**src/ttmc_pkg.sv**
```systemverilog
// shared constants and types for the top-two margin confidence block
`timescale 1ns / 1ps
`default_nettype none

package ttmc_pkg;

  // logit format: signed, half of the bits are fraction
  localparam int LOGIT_WIDTH = 16;
  localparam int FRAC_BITS   = LOGIT_WIDTH / 2;
  localparam int IDX_SHIFT   = FRAC_BITS - 4;
  localparam int S_DATA_W    = ((LOGIT_WIDTH + 7) / 8) * 8;

  // confidence table
  localparam int TABLE_DEPTH = 256;
  localparam int TBL_AW      = $clog2(TABLE_DEPTH);
  localparam int CONF_W      = 16;
  localparam logic [CONF_W-1:0] FULL_SCALE = {CONF_W{1'b1}};

  // exp(-1/16) in Q0.32
  localparam logic [31:0] EXP_STEP_Q32 = 32'd4034748382;

  // queue between front and back
  localparam int QUEUE_DEPTH = 4;
  localparam int QPTR_W      = $clog2(QUEUE_DEPTH);
  localparam int QCNT_W      = $clog2(QUEUE_DEPTH + 1);

  typedef logic signed [LOGIT_WIDTH-1:0] logit_t;

  // finished vector handed from front to back
  typedef struct packed {
    logit_t best;
    logit_t second;
    logic   have_second;
  } vec_result_t;

  // table write port
  typedef struct packed {
    logic                en;
    logic [TBL_AW-1:0]   addr;
    logic [CONF_W-1:0]   data;
  } tbl_wr_t;

endpackage

`default_nettype wire

```
**src/ttmc_front.sv**
```systemverilog
// input side: accepts logits and tracks the top two values of a vector
`timescale 1ns / 1ps
`default_nettype none

module ttmc_front (
  input  wire logic                          clk,
  input  wire logic                          rst,
  input  wire logic                          s_axis_tvalid,
  output logic                               s_axis_tready,
  input  wire logic [ttmc_pkg::S_DATA_W-1:0] s_axis_tdata,  // logit
  input  wire logic                          s_axis_tlast,  // last
  input  wire logic                          table_ready,
  input  wire logic                          q_full,
  output logic                               q_push,
  output ttmc_pkg::vec_result_t              q_wdata
);
  import ttmc_pkg::*;

  logit_t best, best_next;
  logit_t second, second_next;
  logic   have_second, have_second_next;
  logic   at_start;

  logit_t v;
  logic   accept;

  assign s_axis_tready = table_ready && !q_full;
  assign accept        = s_axis_tvalid && s_axis_tready;
  assign v             = logit_t'(s_axis_tdata[LOGIT_WIDTH-1:0]);

  // top-two update, strict compare for the top slot
  always_comb begin
    best_next        = best;
    second_next      = second;
    have_second_next = have_second;
    if (accept) begin
      priority if (at_start) begin
        best_next        = v;
        second_next      = v;
        have_second_next = 1'b0;
      end else if (v > best) begin
        second_next      = best;
        best_next        = v;
        have_second_next = 1'b1;
      end else if (!have_second || v > second) begin
        second_next      = v;
        have_second_next = 1'b1;
      end else begin
        // at or below both slots: nothing changes
      end
    end
  end

  // finished vector goes to the queue
  assign q_push              = accept && s_axis_tlast;
  assign q_wdata.best        = best_next;
  assign q_wdata.second      = second_next;
  assign q_wdata.have_second = have_second_next;

  always_ff @(posedge clk) begin
    if (rst) begin
      best        <= '0;
      second      <= '0;
      have_second <= 1'b0;
      at_start    <= 1'b1;
    end else begin
      best        <= best_next;
      second      <= second_next;
      have_second <= have_second_next;
      if (accept) begin
        at_start <= s_axis_tlast;
      end
    end
  end

endmodule

`default_nettype wire

```
**config.mk**
```make
export PLATFORM = sky130hd
export DESIGN_NAME = ttmc_front
export DESIGN_NICKNAME = d
export VERILOG_FILES = /design/src/ttmc_pkg.sv /design/src/ttmc_front.sv
export SDC_FILE = /design/constraint.sdc
export NUM_CORES = 1
export LEC_CHECK = 0
export BUFFER_PORTS_ARGS = -buffer_cell sky130_fd_sc_hd__clkbuf_2
export CAP_MARGIN = 5
export CORE_ASPECT_RATIO = 1.5
export CORE_MARGIN = 3
export CORE_UTILIZATION = 46
export CTS_CLUSTER_SIZE = 10
export DETAILED_ROUTE_END_ITERATION = 16
export GPL_TIMING_DRIVEN = 0
export PLACE_DENSITY = 0.69
export SLEW_MARGIN = 20
export SYNTH_ARGS = -nofsm -noshare
export SYNTH_HDL_FRONTEND = slang
export SYNTH_SLANG_ARGS = --single-unit
```
**constraint.sdc**
```tcl
create_clock -name clk -period 3.5 [get_ports clk]
set_input_delay 0.175 -clock clk [delete_from_list [all_inputs] [get_ports clk]]
set_output_delay 0.175 -clock clk [all_outputs]
set_load 0.01 [all_outputs]
```
# [After elaboration in Yosys (flattened, before gate mapping)]
# Index checks and enable logic that the tools add are counted.
[word_totals] output_inout_bits=35 regBits=34 n_memories=0 rom_bits=0 latchBits=0 mem_bits_rw=0
[op_classes] n_div=0 bitwise=0 mux=11 n_reduce_logical=6 addsub=0 n_eq_ne=0 shifts=0 n_mul=0 n_lt_le_gt_ge=2
[ops] op="$mux W16" n=7
[ops] op="$gt A16 B16 Y1" n=2
[ops] op="$mux W1" n=4
[ops] op="$logic_and A1 B1 Y1" n=3
[ops] op="$logic_not A1 Y1" n=2
[ops] op="$logic_or A1 B1 Y1" n=1

# [Depth between registers and ports, before layout]
# Gate-level depths: netlist (run 1).
[logic_depth] ltp_word=6 depth_mapped=10 depth_no_buf=8

# [Worst setup path before layout (run 1)]
# Ideal clock, no wire load.
[synth_timing] path_kind="register to register" from="register best[15]" to="register best[5]" arrival_time_ps=2459 required_time_ps=3372 period_less_slack_ps=2587 path_stages_with_launch=11 setup_slack_ps=913 path_buffers=2 cell_sequence="dfxtp_1 inv_1 ha_1 nand4_2 or4_4 a21o_1 o311a_1 buf_6 buf_6 mux2_4 nor2b_1"
[synth_rtl] element="from (decl)" line="ttmc_front.sv:19" source="logit_t best, best_next;"
[synth_rtl] element="from (signal assigned)" line="ttmc_front.sv:67" source="best <= best_next;"

==> impl_metrics.yaml, run 1 <==
outcome:
  outcome: "complete, no violations"
critical_path:
  worstPathCellList: "inv_1 > ha_1 > a211oi_1 > o21ai_0 > o21a_1 > nor3_2 > clkbuf_1 > o2111ai_1 > nand4_1 > clkbuf_2"
  cpPeakStageDelay_ps: 510
  r2r_start: "best[9]$_SDFF_PP0_"
  cp_data_required_time_ps: 3320
  crit_type: "reg2out"
  cp-start-kind: "flip-flop"
  startpoint: "best[7]$_SDFF_PP0_"
  critical_path.max_fanout: 10
  rr_worst_depth: 10
  endpoint_kind: "output port"
  critPathSlowestCell: "nor3_2"
  arrival_ps: 3120
finish:
  final_cell_mix: "57 x clkbuf_2, 34 x dfxtp_1, 33 x inv_1"
  layout_commonest_cell: "clkbuf_2"
  n_antenna_cell: 0
  area_growth_pct: 16.7
  drive_gt1_frac: 0.217
  nNetsFinal: 450
  fin_area_um2: 3300
routing:
  firstDrtPassIters: 4
  drc: 0
  viasPerCell: 6.11
  wl_per_cell_um: 17.9
  antenna_left: 0
  vias: 2867
  wl_um: 8400
  drt_iter0_drc: 101
synth:
  synth-seq-area-share: 0.241
  synth_edf_count: 0
  yosysUniqueCellTypes: 42
  synth_top_flop_cell: "dfxtp_1"
  yosys.area.top_type: "dfxtp_1"
  synth_nets: 388
  synth_top_area_frac: 0.241
  synthCells: 334
  netlist_area_um2: 2820
  async_reset_ff_frac: 0
  ys_ff_latch: 34
  yosysWarnings: 0
  avgSynthCellArea_um2: 8.45
  synth_area_leaders: "dfxtp_1 24%, ha_1 14%, mux2_4 5.3%"
power:
  vdd_drop_max_v: 0.000193
  power_leakage_nw: 1.39
  finalPower_mw: 0.959
  power_density_nw_per_um2: 291
flow_run:
  cap_viol_max_count: 0
floorplanning:
  core-area_um2: 5870
  ioPinCount: 57
  die_w_um: 70.0
  die_height_um: 102
  rows: 34
  initial_core_util: 0.481
  dieArea_um2: 7130
min_path:
  hp-start: "rst"
  hold_path_depth: 2
  min_path_type: "in2reg"
timing:
  fin_skew_ps: 9.79
  hold_viol_final: 0
  final.setup.tns_ps: 0
  post-route-period-util: 0.940
  fin_ws_ps: 209
  rsz0062_at_grt: "false"
  finalSetupViolCount: 0
  min_period_ps: 3290
  fmax_mhz: 304
  whs_ps: 152
  max_slew_margin: 0.532
  drv_slew: 0
  worst_pin_slew_ps: 702
clocking:
  holdBufCountCts: 0
  htree_levels: 2
  cts_buffer_depth: 2
  clk_pin_slew_ps: 70
  cts_root_buf: "clkbuf_8"
  clock_latency_ps: 290
  cts_sinks: 34
  cts_tree: "done"
  cts_buffers: 5
  post_cts_buffers: 0
place:
  dpl_cell_area_um2: 3190
  dp_slack_ps: 328
  port_buffers: 56
  place_congestion: 0.887
  dpl.hpwl_um: 6410
global_routing:
  grt_start_max_net_pins: 11
  grt_pass1_vias: 2814
  grt_pass1_wl_um: 13200
  gr-total-overflow: 0
  grt_usage: 0.233
  antenna_found_initial: 0
==> Yosys cell counts, types with 2 or more instances <==
library cell / count
and3_1: 16
a211oi_1: 3
a21oi_1: 22
nand3b_1: 2
nand4_1: 24
buf_6: 2
a41oi_1: 16
clkbuf_1: 14
dfxtp_1: 34
or4_1: 2
nor3_1: 2
nor2_1: 4
mux2_4: 10
inv_1: 33
o211ai_1: 2
mux2_1: 6
ha_1: 32
nand3_1: 18
nand2_1: 9
o2111ai_1: 16
a21o_1: 6
nor2b_1: 22
o21ai_0: 20
==> path summary, 6_finish.rpt <==
| path | endpoint | slack [ps] |
|---|---|---|
| min reg2reg | second[9]$_SDFF_PP0_ | 590 |
| min | best[10]$_SDFF_PP0_ | 150 |
| max reg2reg | best[11]$_SDFF_PP0_ | 630 |
| max | q_wdata[13] | 210 |
==> timing repair <==
item,CTS,global route
hold endpoints to repair,0,0
setup endpoints to repair,0,10
resized for setup,0,4
==> area by class of cell <==
type | instances | area [um^2]
fillers | 586 | 2570
multi-input cells | 248 | 1940
flip-flops and latches | 34 | 681
repair buffers | 56 | 280
inverters | 33 | 124
well taps | 72 | 90.1
plain buffers | 18 | 88.8
clock buffers | 7 | 86.3
clock inverters | 1 | 5.00
==> where the power goes <==
group | total [mW] | internal (mW) | switching, mW
Clock | 0.311 | 0.159 | 0.152
Combinational | 0.237 | 0.0982 | 0.138
Sequential | 0.411 | 0.401 | 0.0104
Total | 0.959 | 0.658 | 0.301
==> flip-flops by register name, indices dropped and copies added, names as in the netlist <==
name	flops
best	16
second	16
at_start	1
have_second	1
==> metrics by stage <==
stage          utilization  cells
2_1_floorplan            -    334
3_3_place_gp         0.544    462
3_5_place_dp         0.544    462
4_1_cts              0.560    470
5_1_grt              0.562    469
6_report             0.562    469
==> cells by family (layout without fill, tap and decap cells) <==
kind of cell,count (synthesis),in the layout,synth area share
AOI/OAI and AO/OA,94,94,0.241
adders and majority gates,32,32,0.142
buffers and inverters,52,115,0.0762
DFF,34,34,0.241
muxes,16,16,0.0771
and+or+nand+nor,106,106,0.223
==> metal layers <==
metal	part of all wire	global-route usage	wire [um]
met4	0.029	0.118	244
met1	0.38	0.246	3170
met3	0.051	0.0364	432
met5	0	0	0
met2	0.54	0.445	4560
==> critical path: cells and delay by family (launching register included) <==
kind / cells / cell delay [ps]
fa+ha+maj: 1 / 310
simple gates: 2 / 660
compound gates: 4 / 840
flops: 1 / 370
buf+inv: 3 / 660
No activity file was read; power rests on OpenSTA's default activity.
==> run 2, diff against run 1 <==
SETUP_SLACK_MARGIN = 0.2   (was unset)
TNS_END_PERCENT = 50   (was unset)
clock period = 3.45 ns   (was 3.5 ns; I/O delays follow)
==> run 2 against run 1 <==
Compared with the run above:
- via count up 2.0%
- register-to-register slack got worse by 60 ps
- clock skew grew 2.4 ps
- global-route usage rose by 0.082 points
- sequential share of layout area down 0.65 points
- power is 2.5% higher
- routed wire length grew 1.3%
- utilization increased by 1.8 points
- clock power rose by 2%
- clock-buffer cell count is the same
- final cell count is 1.5% higher
- first-iteration DRC count up 15%
==> impl_metrics.yaml, run 2 (same netlist as run 1, synthesis figures left out) <==
floorplanning:
  die_height_um: 102
  core-area_um2: 5870
  die_w_um: 70.0
  dieArea_um2: 7130
  rows: 34
  initial_core_util: 0.481
  ioPinCount: 57
routing:
  antenna_left: 0
  wl_um: 8510
  viasPerCell: 6.14
  wl_per_cell_um: 17.9
  firstDrtPassIters: 5
  drc: 0
  drt_iter0_drc: 116
  vias: 2924
finish:
  n_antenna_cell: 0
  area.sequential_um2: 681
  nFillCells: 570
  layout_commonest_cell: "clkbuf_2"
  drive_gt1_frac: 0.245
  reg.largest.list: "best: 16 flops, second: 16 flops"
  final_cell_mix: "60 x clkbuf_2, 34 x dfxtp_1, 33 x inv_1"
  nNetsFinal: 457
  multi_input_area_um2: 1990
  area_growth_pct: 20.6
outcome:
  outcome: "complete, no violations"
timing:
  hold_viol_final: 0
  min_period_ps: 3200
  max_slew_margin: 0.579
  finalSetupViolCount: 0
  worst_pin_slew_ps: 627
  final.setup.tns_ps: 0
  drv_slew: 0
  fmax_mhz: 313
  fin_skew_ps: 12.2
  post-route-period-util: 0.926
  rsz0062_at_grt: "true"
power:
  p_sw_mw: 0.312
  combPwrFrac: 0.253
  power_density_nw_per_um2: 289
  power_frac_seq: 0.424
  p_int_mw: 0.671
  clkPwrFrac: 0.322
  power_leakage_nw: 1.45
  swShare: 0.318
  vdd_drop_max_v: 0.000195
  finalPower_mw: 0.983
critical_path:
  cp_num_buf_inv: 4
  crit_path_frequent_cell: "buf_6"
  critPathSlowestCell: "or4_4"
  worstPathCellList: "inv_1 > ha_1 > nand4_2 > or4_4 > a21o_1 > o311a_1 > buf_6 > buf_6 > mux2_4 > clkbuf_2"
  arrival_ps: 3020
  cp-start-kind: "flip-flop"
  crit_family: "simple AND/OR/NAND/NOR gates"
  cp_data_required_time_ps: 3280
  crit_type: "reg2out"
  critical_path.max_fanout: 10
  cpPeakStageDelay_ps: 610
  endpoint_kind: "output port"
flow_run:
  cap_viol_max_count: 0
clocking:
  clock_latency_ps: 290
  cts_sinks: 34
  cts_buffer_depth: 2
  cts_tree: "done"
  htree_levels: 2
  cts_root_buf: "clkbuf_8"
  cts_buffers: 5
  clk_pin_slew_ps: 80
min_path:
  min_path_type: "in2reg"
global_routing:
  grt_usage: 0.234
  grt_pass1_wl_um: 13200
  antenna_found_initial: 0
  grt_start_max_net_pins: 11
  grt_pass1_vias: 2825
  gr-total-overflow: 0
place:
  dpl.hpwl_um: 6410
  port_buffers: 56
  place_congestion: 0.887
run 2: worst paths after layout:
path / start / end / depth (start not counted) / slack [ps]
max reg2reg: best[15]$_SDFF_PP0_ / best[11]$_SDFF_PP0_ / 10 / 570
min: rst / best[10]$_SDFF_PP0_ / 2 / 150
min reg2reg: second[15]$_SDFF_PP0_ / second[15]$_SDFF_PP0_ / 2 / 590
max: best[15]$_SDFF_PP0_ / q_wdata[24] / 10 / 250
run 2: worst reg2reg max path, stage by stage (launching register included):
cell and delay, ps:
dfxtp_1 360, inv_1 60, ha_1 350, nand4_2 220, or4_4 610, a21o_1 230, o311a_1 140, buf_6 150
buf_6 160, mux2_4 320, nor2b_1 140
run 2: layer usage:
metal | track usage | vias up | wire length, um
met3 | 0.0364 | 24 | 504
met2 | 0.445 | 113 | 4490
met4 | 0.122 | 0 | 305
li1 | - | 1428 | -
met5 | 0 | - | 0
met1 | 0.247 | 1359 | 3210
run 2: repair_timing:
item,CTS,global route
cloned,0,0
pin swaps,1,4
hold buffers,0,0
buffers inserted,0,6
setup endpoints to repair,10,20
gates resized for setup,3,19
run 2: metrics by stage:
| step | cell area, um^2 | std cells | worst slack, ps | hold slack, ps | util |
|---|---|---|---|---|---|
| after global placement | 3190 | 462 | 304 | 455 | 0.544 |
| final | 3400 | 476 | 255 | 145 | 0.580 |
| after floorplan | 2820 | 334 | 863 | 244 | - |
| after detailed placement | 3190 | 462 | 280 | 457 | 0.544 |
| after CTS | 3300 | 470 | 204 | 148 | 0.562 |
| after global routing | 3400 | 476 | 180 | 164 | 0.580 |
run 2: cell type report:
cell class                      instances  area share
Clock inverter                          1     0.00147
Tap cell                               72      0.0265
Sequential cell                        34       0.200
Inverter                               33      0.0364
Multi-Input combinational cell        248       0.584
Buffer                                 19      0.0305
Clock buffer                            7      0.0254
Timing Repair Buffer                   62      0.0956
run 2: power groups by stage:
stage	logic (mW)	registers, mW	clock network [mW]
3_3_place_gp	0.233	0.426	0
6_report	0.249	0.417	0.317
3_5_place_dp	0.238	0.426	0
5_1_grt	0.275	0.419	0.339
4_1_cts	0.240	0.417	0.325
2_1_floorplan	0.152	0.423	0
==> run 3, diff against run 2 <==
CORE_ASPECT_RATIO = unset   (was 1.5)
CORE_UTILIZATION = 40   (was 46)
PLACE_DENSITY = unset   (was 0.69)
==> run 3 against run 2 <==
Compared with the run above:
- first-iteration DRC count is 63% higher
- final cell count is 3.6% higher
- combinational power hardly changed
- routed wire length is 1.0% higher
- clock power is 20% higher
- global-route usage is 2.3 points lower
- largest power group unchanged
- highest routed layer unchanged
==> impl_metrics.yaml, run 3 (same netlist as run 1, synthesis figures left out) <==
finish:
  fin_cells: 493
  area_growth_pct: 20.5
  final_util: 0.515
  fin_area_um2: 3400
  n_antenna_cell: 0
  drive_gt1_frac: 0.238
  nFillCells: 689
  reg.largest.list: "best: 16 flops, second: 16 flops"
  nNetsFinal: 453
  layout_commonest_cell: "clkbuf_2"
  final_cell_mix: "60 x clkbuf_2, 33 x inv_1, 33 x dfxtp_1"
timing:
  post-route-period-util: 0.905
  drv_slew: 0
  rsz0062_at_grt: "true"
  min_period_ps: 3120
  finalSetupViolCount: 0
  whs_ps: 131
  max_slew_margin: 0.616
  final.setup.tns_ps: 0
  fin_ws_ps: 329
  fin_skew_ps: 15.8
  fmax_mhz: 320
  worst_pin_slew_ps: 575
  hold_viol_final: 0
routing:
  drt_iter0_drc: 189
  wl_um: 8600
  firstDrtPassIters: 5
  viasPerCell: 5.83
  vias: 2876
  drc: 0
  wl_per_cell_um: 17.4
  antenna_left: 0
critical_path:
  r2r_start: "best[13]$_SDFF_PP0_"
  cp_num_buf_inv: 4
  endpoint_kind: "output port"
  r2r_slack_ps: 670
  cp-start-kind: "flip-flop"
  crit_family: "simple AND/OR/NAND/NOR gates"
  worstPathCellList: "inv_1 > ha_1 > a21oi_1 > nor2b_1 > or4_1 > o311a_1 > buf_6 > buf_6 > mux2_4 > clkbuf_2"
  arrival_ps: 2950
  timing.rr.end: "best[5]$_SDFF_PP0_"
  crit_type: "reg2out"
  critical_path.max_fanout: 10
  crit_path_frequent_cell: "buf_6"
  rr_worst_depth: 10
  cpPeakStageDelay_ps: 590
  critPathSlowestCell: "or4_1"
  cp_data_required_time_ps: 3280
min_path:
  hold_path_depth: 2
  hold_path_end: "best[9]$_SDFF_PP0_"
  hp-start: "rst"
  min_path_type: "in2reg"
place:
  dpl.hpwl_um: 6460
  place_congestion: 0.906
  dp_slack_ps: 314
  port_buffers: 56
  dpl_cell_area_um2: 3220
  placedCellCount: 483
clocking:
  cts_tree: "done"
  cts_root_buf: "clkbuf_8"
  cts_buffer_depth: 2
  clk_pin_slew_ps: 90
  cts_sinks: 34
  clock_latency_ps: 300
  htree_levels: 2
  cts_buffers: 5
power:
  swShare: 0.305
  vdd_drop_max_v: 0.000174
  combPwrFrac: 0.236
  p_sw_mw: 0.319
  power_density_nw_per_um2: 307
  p_int_mw: 0.725
  power_frac_seq: 0.400
  power_leakage_nw: 1.42
  clkPwrFrac: 0.364
  finalPower_mw: 1.04
global_routing:
  grt_pass1_vias: 2743
  antenna_found_initial: 0
  gr-total-overflow: 0
  grt_start_max_net_pins: 11
  grt_usage: 0.211
  grt_pass1_wl_um: 14000
floorplanning:
  rows: 29
  die_w_um: 90.0
  core-area_um2: 6600
  dieArea_um2: 8100
  die_height_um: 90.0
  ioPinCount: 57
  initial_core_util: 0.428
flow_run:
  cap_viol_max_count: 0
outcome:
  outcome: "complete, no violations"
[run 3: changes by cell type in the layout (fill, tap and decap cells not counted), sizes merged]
cell    previous run  this run
clkbuf            78        79
bufinv             0         1
buf               10         5
clkinv             1         0
[run 3: worst register-to-register path: stages (launching register included)]
cell	delay (ps)
dfxtp_1	370
inv_1	60
ha_1	320
a21oi_1	170
nor2b_1	70
or4_1	590
o311a_1	340
buf_6	150
buf_6	160
mux2_4	310
nor2b_1	130
[run 3: what timing repair did]
item	CTS	global route
pin swaps	0	4
hold buffers	0	0
endpoints found under the setup margin	10	21
setup buffers	0	2
resized for setup	3	21
[run 3: layout make-up]
cell class / instances / area (um^2) / area share
clock inverters: 1 / 30.0 / 0.00883
multi-input cells: 248 / 1980 / 0.581
inverters: 33 / 124 / 0.0364
flip-flops and latches: 34 / 682 / 0.200
well taps: 93 / 116 / 0.0342
plain buffers: 19 / 103 / 0.0302
clock buffers: 7 / 76.3 / 0.0224
repair buffers: 58 / 295 / 0.0868
[run 3: power groups by stage]
stage / Sequential, mW / Combinational [mW] / Clock, mW
after global routing: 0.419 / 0.275 / 0.396
final: 0.417 / 0.247 / 0.380
after global placement: 0.426 / 0.235 / 0
after detailed placement: 0.426 / 0.236 / 0
after floorplan: 0.423 / 0.152 / 0
after CTS: 0.417 / 0.240 / 0.386
[run 3: how the worst max path moves through the flow]
stage                                     start                  to  slack (ps)  cells past startpoint
final                       best[13]$_SDFF_PP0_         q_wdata[24]         330                     10
after global routing         best[1]$_SDFF_PP0_         q_wdata[13]         170                     11
after CTS                 second[13]$_SDFF_PP0_         q_wdata[15]         210                     10
after detailed placement    best[15]$_SDFF_PP0_         q_wdata[15]         310                     10
after global placement      best[15]$_SDFF_PP0_         q_wdata[15]         290                     10
after floorplan             best[15]$_SDFF_PP0_  best[5]$_SDFF_PP0_         860                     10
[run 3: metal layers]
metal  track usage  vias up  wire, um
met5             0        -         0
met4        0.0421        0       108
met3        0.0484       11       550
met2         0.327      102      3760
met1         0.298     1345      4170
li1              -     1418         -
